==> config.mk <==
export PLATFORM = sky130hd
export DESIGN_NAME = salc_ctrl
export DESIGN_NICKNAME = d
export VERILOG_FILES = /design/src/rtl/core/salc_pkg.sv /design/src/rtl/core/salc_ctrl.sv
export SDC_FILE = /design/constraint.sdc
export NUM_CORES = 1
export LEC_CHECK = 0
export BUFFER_PORTS_ARGS = -buffer_cell sky130_fd_sc_hd__buf_2
export CAP_MARGIN = 30
export CORE_AREA = 2 2 39 41
export CTS_BUF_LIST = sky130_fd_sc_hd__clkbuf_8
export CTS_CLUSTER_DIAMETER = 80
export DETAILED_ROUTE_END_ITERATION = 10
export DIE_AREA = 0 0 41 43
export PLACE_DENSITY = 0.39
export SLEW_MARGIN = 20
export SYNTH_ARGS = -nofsm -noshare
export SYNTH_HDL_FRONTEND = slang
export SYNTH_SLANG_ARGS = --single-unit
export TNS_END_PERCENT = 1
==> constraint.sdc <==
create_clock -name i_clk -period 1.9 [get_ports i_clk]
set_clock_uncertainty 0.2 [all_clocks]
set_input_delay 0.38 -clock i_clk [delete_from_list [all_inputs] [get_ports i_clk]]
set_output_delay 0.38 -clock i_clk [all_outputs]
set_load 0.03 [all_outputs]
==> src/rtl/core/salc_pkg.sv <==
// ----------------------------------------------------------------------------
// salc_pkg: shared types and constants of the lru cache simulator
// field widths, operation and outcome codes, configuration and control structs
// ----------------------------------------------------------------------------
package salc_pkg;

    localparam int OP_W      = 2;
    localparam int ADDR_W    = 64;
    localparam int TAG_W     = 64;
    localparam int STAMP_W   = 32;
    localparam int CNT_W     = 32;
    localparam int OUTC_W    = 2;
    localparam int CFG_IDX_W = 2;
    localparam int CFG_DAT_W = 6;
    localparam int SBITS_W   = 4;
    localparam int WAYS_W    = 4;
    localparam int OFFS_W    = 6;

    // operation codes
    localparam logic [OP_W-1:0] OP_MODIFY = 2'd2;
    localparam logic [OP_W-1:0] OP_IFETCH = 2'd3;

    // outcome codes
    localparam logic [OUTC_W-1:0] OUT_NONE  = 2'd0;
    localparam logic [OUTC_W-1:0] OUT_HIT   = 2'd1;
    localparam logic [OUTC_W-1:0] OUT_MISS  = 2'd2;
    localparam logic [OUTC_W-1:0] OUT_EVICT = 2'd3;

    // configuration register indexes
    localparam logic [CFG_IDX_W-1:0] CFG_ROW_BITS    = 2'd0;
    localparam logic [CFG_IDX_W-1:0] CFG_WAYS        = 2'd1;
    localparam logic [CFG_IDX_W-1:0] CFG_OFFSET_BITS = 2'd2;

    // configuration reset values
    localparam logic [SBITS_W-1:0] ROW_BITS_RST    = 4'd4;
    localparam logic [WAYS_W-1:0]  WAYS_RST        = 4'd1;
    localparam logic [OFFS_W-1:0]  OFFSET_BITS_RST = 6'd4;

    typedef struct packed {
        logic [SBITS_W-1:0] row_bits;
        logic [WAYS_W-1:0]  ways;
        logic [OFFS_W-1:0]  offset_bits;
    } t_cfg;

    typedef struct packed {
        logic clear_wr;
        logic accept;
        logic update;
    } t_cmd;

    typedef struct packed {
        logic clear_last;
        logic out_free;
    } t_sts;

    typedef enum logic [2:0] {
        ST_CLEAR  = 3'b001,
        ST_IDLE   = 3'b010,
        ST_LOOKUP = 3'b100
    } t_state;

endpackage

==> src/rtl/core/salc_ctrl.sv <==
// ----------------------------------------------------------------------------
// salc_ctrl: sequencing state machine
// clearing pass after reset, then accept / lookup-and-update per item
// ----------------------------------------------------------------------------
module salc_ctrl (
    input  logic            i_clk,
    input  logic            i_rst_n,
    input  logic            i_in_valid,
    output logic            o_in_ready,
    input  salc_pkg::t_sts  i_sts,
    output salc_pkg::t_cmd  o_cmd
);

    salc_pkg::t_state r_state;
    salc_pkg::t_state n_state;

    always_ff @(posedge i_clk) begin
        if (!i_rst_n) begin
            r_state <= salc_pkg::ST_CLEAR;
        end else begin
            r_state <= n_state;
        end
    end

    always_comb begin
        n_state      = r_state;
        o_in_ready   = 1'b0;
        o_cmd        = '0;
        case (r_state)
            salc_pkg::ST_CLEAR: begin
                o_cmd.clear_wr = 1'b1;
                if (i_sts.clear_last) begin
                    n_state = salc_pkg::ST_IDLE;
                end
            end
            salc_pkg::ST_IDLE: begin
                o_in_ready   = 1'b1;
                o_cmd.accept = i_in_valid;
                if (i_in_valid) begin
                    n_state = salc_pkg::ST_LOOKUP;
                end
            end
            salc_pkg::ST_LOOKUP: begin
                // hold the set row until the result slot can take the result
                o_cmd.update = i_sts.out_free;
                if (i_sts.out_free) begin
                    n_state = salc_pkg::ST_IDLE;
                end
            end
            default: begin
                n_state = salc_pkg::ST_CLEAR;
            end
        endcase
    end

endmodule

==> results of run 1 <==
==> worst max-delay path, stage by stage, from the launching register on <==
cell	delay, ns
dfxtp_1	0.39
nor3b_4	0.27
and2_1	0.15
buf_2	0.19
==> power by group <==
group          internal, mW  switching [mW]  leakage (nW)  total (mW)
Sequential           0.0745          0.0178        0.0247      0.0922
Combinational        0.0424          0.0484        0.0793      0.0908
Clock                 0.137          0.0389        0.0269       0.176
Total                 0.254           0.105         0.131       0.359
==> per-stage QoR <==
stage / instance area, µm² / setup slack, ns / total power [mW]
2_1_floorplan: 178 / 0.0853 / 0.159
3_3_place_gp: 238 / 0.323 / 0.185
3_5_place_dp: 238 / 0.308 / 0.181
4_1_cts: 283 / 0.0739 / 0.366
5_1_grt: 290 / -0.0000967 / 0.389
6_report: 290 / 0.103 / 0.359
==> cells by family (layout without fill, tap and decap cells) <==
family,Yosys count,in the layout,synth area share (%)
AND/OR/NAND/NOR,10,10,43.8
AO/OA/AOI/OAI,3,3,16.1
flip-flops,3,3,35.0
XOR/XNOR,1,1,5.11
buffers and inverters,0,13,0
==> metal layers <==
| layer | up-vias | share of wire (%) |
|---|---|---|
| met2 | 9 | 44 |
| met3 | 0 | 17 |
| li1 | 91 | - |
| met4 | 0 | 0 |
| met5 | - | 0 |
| met1 | 78 | 39 |
==> cell type report <==
class / instances / area, µm²
fillers: 159 / 1090
multi-input cells: 14 / 118
flip-flops and latches: 3 / 60.1
repair buffers: 9 / 47.5
clock buffers: 3 / 41.3
well taps: 16 / 20.0
clock inverters: 1 / 3.75
==> cell usage in the layout, fill, tap and decap left out, drive strengths merged <==
cell	synthesis	routed
clkbuf	0	3
nand2	1	1
and4bb	1	1
o2111a	1	1
xnor2	1	1
nand2b	1	1
nor4b	1	1
dfxtp	3	3
or4b	1	1
buf	0	9
nor3b	2	2
o21bai	1	1
inv	0	1
and2	1	1
a21oi	1	1
nor2	2	2
==> what timing repair did <==
item,CTS,global route
buffers inserted,0,1
hold buffers,0,0
endpoints found under the setup margin,0,1
endpoints found under the hold margin,0,0
==> final timing paths <==
check | to | slack (ns)
max | o_cmd[1] | 0.10
min reg2reg | r_state[0] | 0.40
min | r_state[1] | 0.22
max reg2reg | r_state[0] | 0.49
==> out/metrics.yaml, run 1 <==
die:
  die_h_um: 43
  die_x_um: 41
  core_um2: 1380
  initial_utilization_pct: 12.4
  die-area_um2: 1760
  rows: 14
  pin_count: 9
global_routing:
  grt_pass1_vias: 152
  gr-usage-met3_pct: 6.81
  grt_max_degree: 7
  grtUsageTotal_pct: 5.71
  antenna_found_initial: 0
  top_usage_layer: "met3"
  grt.met2_usage_pct: 6.25
  grt_pass1_wl_um: 565
  met1_usage_pct: 4.79
  grt_overflow: 0
final_layout:
  finalNetCount: 36
  drive_above_1_share_pct: 46.7
  final_cells: 46
  postLayoutCoreUtil_pct: 21.0
  largest_reg_flops: 3
  num_antenna_cells: 0
  reg_top3: "r_state: 3 flops"
  syn_to_final_growth_pct: 69.3
  largest_register: "r_state"
setup_path:
  path_class: "flip-flop to output port"
  setup.worst_path.start_class: "flip-flop"
  worst-r2r-cell-count: 3
  crit_required_ns: 1.32
  r2r_start: "r_state[0]"
  path_max_fanout: 6
  end_kind: "output port"
  cp.arrival_ns: 1.22
  startpoint: "r_state[1]"
logic_synthesis:
  postSynthAreaPerCell_um2: 10.1
  synth_area_leaders: "dfxtp_1 (35%), and4bb_1 (7.3%), nor3b_2 (7.3%)"
  synthCells: 17
  ys_ff_latch: 3
  synth_commonest_cells: "dfxtp_1 (3), nor2_1 (2)"
  synth_largest_area_cell: "dfxtp_1"
  netlist_area_um2: 171
  yosysTopAreaCellShare_pct: 35.0
  synth_flop_cell: "dfxtp_1"
  synth_edf_count: 0
  synth_cell_type_count: 14
  ys_seq_area_share_pct: 35.0
  yosysWarnings: 0
  syn_nets: 22
  yosysMostFrequentCell: "dfxtp_1"
  async_flop_share_pct: 0
pwr:
  peakVddDrop_mv: 0.310
  power_leakage_nw: 0.131
  powerDensity_nw_per_um2: 1240
clocking:
  numCtsBuffers: 3
  h-tree-depth: 1
  clk_latency_ns: 0.21
  clk_pin_slew_ns: 0.03
  cts_tree: "yes"
  cts_root_buf: "clkbuf_8"
  cts.sinks: 3
  clock_path_buffers: 2
  cts_resized: 0
routing:
  drt-wirelength-per-cell_um: 8.46
  ant_nets: 0
  drtIter0Drc: 1
  drc: 0
  vias: 178
  drt-total-wl_um: 389
  viasPerCell: 3.87
  drt_pass1_iterations: 2
sta:
  worst_pin_slew_ns: 0.284
  final_max_slew_viol_count: 0
  setup_viol: 0
  setup_tns_ns: 0
  period_share_pct: 94.6
  max-slew-margin-rel_pct: 80.8
  hold_viol: 0
  hold_ws_ns: 0.224
  fin_crit_ns: 1.80
  fmax_mhz: 557
worst_hold_path:
  hold_start: "i_rst_n"
  holdPathStages: 3
  hp-class: "input pin to flip-flop"
placed_design:
  portBuffers: 8
  gp_congestion: 0.669
  dp.cells: 41
job:
  drv_cap: 0
outcome:
  outcome: "finished clean"
Power figures use the tool's default switching activity.
==> run 2, diff against run 1 <==
- CORE_AREA: 2 2 39 41 -> 8 8 45 47
- DIE_AREA: 0 0 41 43 -> 0 0 53 55
- SETUP_SLACK_MARGIN: unset -> 0.5
- clock period: 1.9 -> 2.21 ns (I/O delays scaled with it)
==> out/metrics.yaml, run 2 (synthesis gave the netlist of run 1 again) <==
setup_path:
  setup.worst_path.start_class: "flip-flop"
  end_kind: "output port"
  cp.arrival_ns: 1.07
  path_max_fanout: 6
  path_class: "flip-flop to output port"
  r2r_end: "r_state[0]"
  crit_required_ns: 1.57
  r2r_slack_ns: 0.84
  worst-r2r-cell-count: 3
  crit_end: "o_cmd[1]"
  startpoint: "r_state[0]"
  r2r_start: "r_state[1]"
placed_design:
  dp_slack_ns: 0.512
  gp_congestion: 0.614
  portBuffers: 8
clocking:
  clock_path_buffers: 2
  ctsHoldBuffers: 0
  cts.sinks: 3
  cts_root_buf: "clkbuf_8"
  clk_latency_ns: 0.21
  h-tree-depth: 1
  clk_pin_slew_ns: 0.03
  cts_tree: "yes"
  numCtsBuffers: 3
sta:
  final_max_slew_viol_count: 0
  rsz0062_at_grt: "true"
  worst_slack_ns: 0.497
  max-slew-margin-rel_pct: 81.0
  fmax_mhz: 584
  period_share_pct: 77.5
  hold_viol: 0
  setup_tns_ns: 0
  worst_pin_slew_ns: 0.280
  setup_viol: 0
  fin_crit_ns: 1.71
final_layout:
  filler_cell_count: 157
  finalNetCount: 36
  num_antenna_cells: 0
  final_common_cell: "buf_2"
  largest_register: "r_state"
  reg_top3: "r_state: 3 flops"
  largest_reg_flops: 3
  final_cell_mix: "buf_2 (7), clkbuf_8 (3), nor2_1 (2), dfxtp_2 (2)"
  drive_above_1_share_pct: 63.3
  syn_to_final_growth_pct: 81.0
global_routing:
  grtUsageTotal_pct: 4.09
  grt_pass1_vias: 199
  antenna_found_initial: 0
  grt_max_degree: 7
  grt_pass1_wl_um: 786
  grt_overflow: 0
outcome:
  outcome: "finished clean"
routing:
  drt-wirelength-per-cell_um: 10.9
  drt-total-wl_um: 500
  drt_pass1_iterations: 1
  viasPerCell: 3.80
  ant_nets: 0
  drc: 0
  vias: 175
  drtIter0Drc: 0
die:
  initial_utilization_pct: 12.4
  die_h_um: 55
  core_um2: 1380
  die-area_um2: 2920
  rows: 14
  pin_count: 9
  die_x_um: 53
pwr:
  peakVddDrop_mv: 0.364
  power_leakage_nw: 0.137
  powerDensity_nw_per_um2: 1040
job:
  drv_cap: 0
worst_hold_path:
  hp-class: "input pin to flip-flop"
  hold_start: "i_rst_n"
run 2: stage by stage:
step                      hold WS (ns)  utilization (%)  area [µm²]  power [mW]  instances
after floorplan                  0.355                -         183       0.139         17
after global placement           0.384             17.5         243       0.158         41
after detailed placement         0.404             17.5         243       0.162         41
after CTS                        0.275             21.8         302       0.327         46
after global routing             0.289             22.4         310       0.341         46
final                            0.281             22.4         310       0.321         46
run 2: repair_timing:
item                                    in CTS  in global routing
buffers inserted                             1                  0
resized for setup                            4                  3
endpoints found under the setup margin       4                  4
pin swaps                                    0                  2
run 2: layout make-up:
type | count | area (µm²) | area share [%]
clock buffer | 3 | 41.3 | 13.3
tap | 16 | 20.0 | 6.45
sequential | 3 | 66.3 | 21.4
timing repair buffer | 9 | 53.8 | 17.3
clock inverter | 1 | 3.75 | 1.21
multi-input combinational | 14 | 125 | 40.3
run 2: critical path, stage by stage, from the launching register on:
cell     delay (ns)
dfxtp_2        0.34
nor3b_4        0.22
and2_4         0.17
buf_6          0.12
run 2: report_power, final:
group	switching (mW)	total, mW	internal, mW
Clock	0.0348	0.153	0.118
Combinational	0.0445	0.0854	0.0410
Sequential	0.0157	0.0829	0.0672
run 2: how the worst min path moves through the flow:
stage / cells after the start / to
2_1_floorplan: 2 / r_state[0]
3_3_place_gp: 2 / r_state[0]
3_5_place_dp: 2 / r_state[0]
4_1_cts: 2 / r_state[2]
5_1_grt: 2 / r_state[2]
6_report: 2 / r_state[2]
run 2: routing by layer:
layer	wire (µm)	part of all wire, %	global-route usage [%]
met2	188	38	4.88
met4	0	0	6.47
met3	75	15	2.14
met5	0	0	0
met1	236	47	4.09
==> run 3, diff against run 2 <==
- PLACE_DENSITY: 0.39 -> 0.4
- clock period: 2.21 -> 1.5 ns (I/O delays scaled with it)
==> out/metrics.yaml, run 3 (synthesis gave the netlist of run 1 again) <==
outcome:
  outcome: "finished, violations left"
  violations: "setup timing"
routing:
  drt-total-wl_um: 499
  ant_nets: 0
  drt-wirelength-per-cell_um: 10.4
  drc: 0
  drtIter0Drc: 3
  drt_pass1_iterations: 2
  vias: 179
  viasPerCell: 3.73
die:
  rows: 14
  die_x_um: 53
  core_um2: 1380
  initial_utilization_pct: 12.4
  pin_count: 9
  die_h_um: 55
  die-area_um2: 2920
placed_design:
  portBuffers: 8
  gp_congestion: 0.718
  dp.cells: 42
  dp_slack_ns: 0.0771
  placed_area_um2: 256
global_routing:
  top_usage_layer: "met2"
  grtUsageTotal_pct: 3.77
  grt_max_degree: 7
  gr-usage-met3_pct: 2.14
  grt_overflow: 0
  grt.met2_usage_pct: 5.27
  antenna_found_initial: 0
  grt_pass1_wl_um: 786
  met1_usage_pct: 3.80
  grt_pass1_vias: 211
final_layout:
  reg_top3: "r_state: 3 flops"
  final_common_cell: "buf_2"
  fin_area_um2: 355
  finalNetCount: 38
  largest_reg_flops: 3
  drive_above_1_share_pct: 75.0
  final_cells: 48
  filler_cell_count: 156
  num_antenna_cells: 0
  syn_to_final_growth_pct: 107
  seqCellArea_um2: 66.3
  multiInputGateArea_um2: 139
  largest_register: "r_state"
  postLayoutCoreUtil_pct: 25.7
  final_cell_mix: "buf_2 (5), buf_6 (4), clkbuf_8 (3)"
setup_path:
  cp.arrival_ns: 1.06
  r2r_slack_ns: 0.11
  end_kind: "output port"
  crit_required_ns: 1.00
  worst-r2r-cell-count: 3
  path_max_fanout: 6
  r2r_start: "r_state[1]"
  path_class: "flip-flop to output port"
  setup.worst_path.start_class: "flip-flop"
  r2r_end: "r_state[0]"
clocking:
  clock_path_buffers: 2
  clk_latency_ns: 0.21
  h-tree-depth: 1
  ctsHoldBuffers: 0
  cts.sinks: 3
  cts_tree: "yes"
  numCtsBuffers: 3
  clk_pin_slew_ns: 0.03
  cts_root_buf: "clkbuf_8"
pwr:
  power_leakage_nw: 0.156
  powerDensity_nw_per_um2: 1400
  peakVddDrop_mv: 0.573
worst_hold_path:
  hp-class: "input pin to flip-flop"
  hold_start: "i_rst_n"
  whs_endpoint: "r_state[1]"
  holdPathStages: 3
sta:
  setup_viol: 3
  fmax_mhz: 641
  rsz0062_at_grt: "true"
  max-slew-margin-rel_pct: 83.9
  final_max_slew_viol_count: 0
  period_share_pct: 104
  hold_ws_ns: 0.142
  worst_slack_ns: -0.0609
  worst_pin_slew_ns: 0.237
  fin_crit_ns: 1.56
  hold_viol: 0
job:
  drv_cap: 0
## run 3: cell type report
cell class                 instances  share of cell area (%)
clock buffer                       3                    11.6
clock inverter                     1                    1.06
multi-input combinational         14                    39.1
sequential                         3                    18.7
tap                               16                    5.63
timing repair buffer              11                    23.9
## run 3: critical path, stage by stage (launching register included)
cell,delay (ns)
dfxtp_4,0.36
nor3b_4,0.20
and2_4,0.17
buf_6,0.12
## run 3: where the power goes
| part | internal, mW | leakage (nW) | switching (mW) |
|---|---|---|---|
| Combinational | 0.0793 | 0.104 | 0.0725 |
| Clock | 0.174 | 0.0269 | 0.0495 |
| Sequential | 0.0990 | 0.0255 | 0.0239 |
| Total | 0.352 | 0.156 | 0.146 |
## run 3: per-stage QoR
step	setup TNS, ns	total power, mW
2_1_floorplan	-0.0822	0.210
3_3_place_gp	0	0.244
3_5_place_dp	0	0.246
4_1_cts	-0.168	0.492
5_1_grt	-0.291	0.534
6_report	-0.0828	0.498
## run 3: worst max-delay path by stage
stage | to | slack [ns] | cells after the start | start
detailed placement | o_cmd[1] | 0.08 | 3 | r_state[1]
global route | o_cmd[1] | -0.10 | 3 | r_state[1]
finish | o_cmd[1] | -0.06 | 3 | r_state[1]
global placement | o_cmd[1] | 0.09 | 3 | r_state[1]
CTS | o_cmd[1] | -0.09 | 3 | r_state[2]
floorplan | o_cmd[1] | -0.08 | 2 | r_state[1]
## run 3: repair_timing
| action | 4_1_cts | 5_1_grt |
|---|---|---|
| buffers inserted | 1 | 1 |
| endpoints found under the setup margin | 7 | 7 |
| pin swaps | 3 | 3 |
| gates resized for setup | 6 | 5 |
## run 3: layer usage
metal / up-vias / routed length [µm] / share of wire, %
li1: 93 / - / -
met1: 78 / 234 / 47
met2: 8 / 199 / 40
met3: 0 / 66 / 13
met4: 0 / 0 / 0
met5: - / 0 / 0
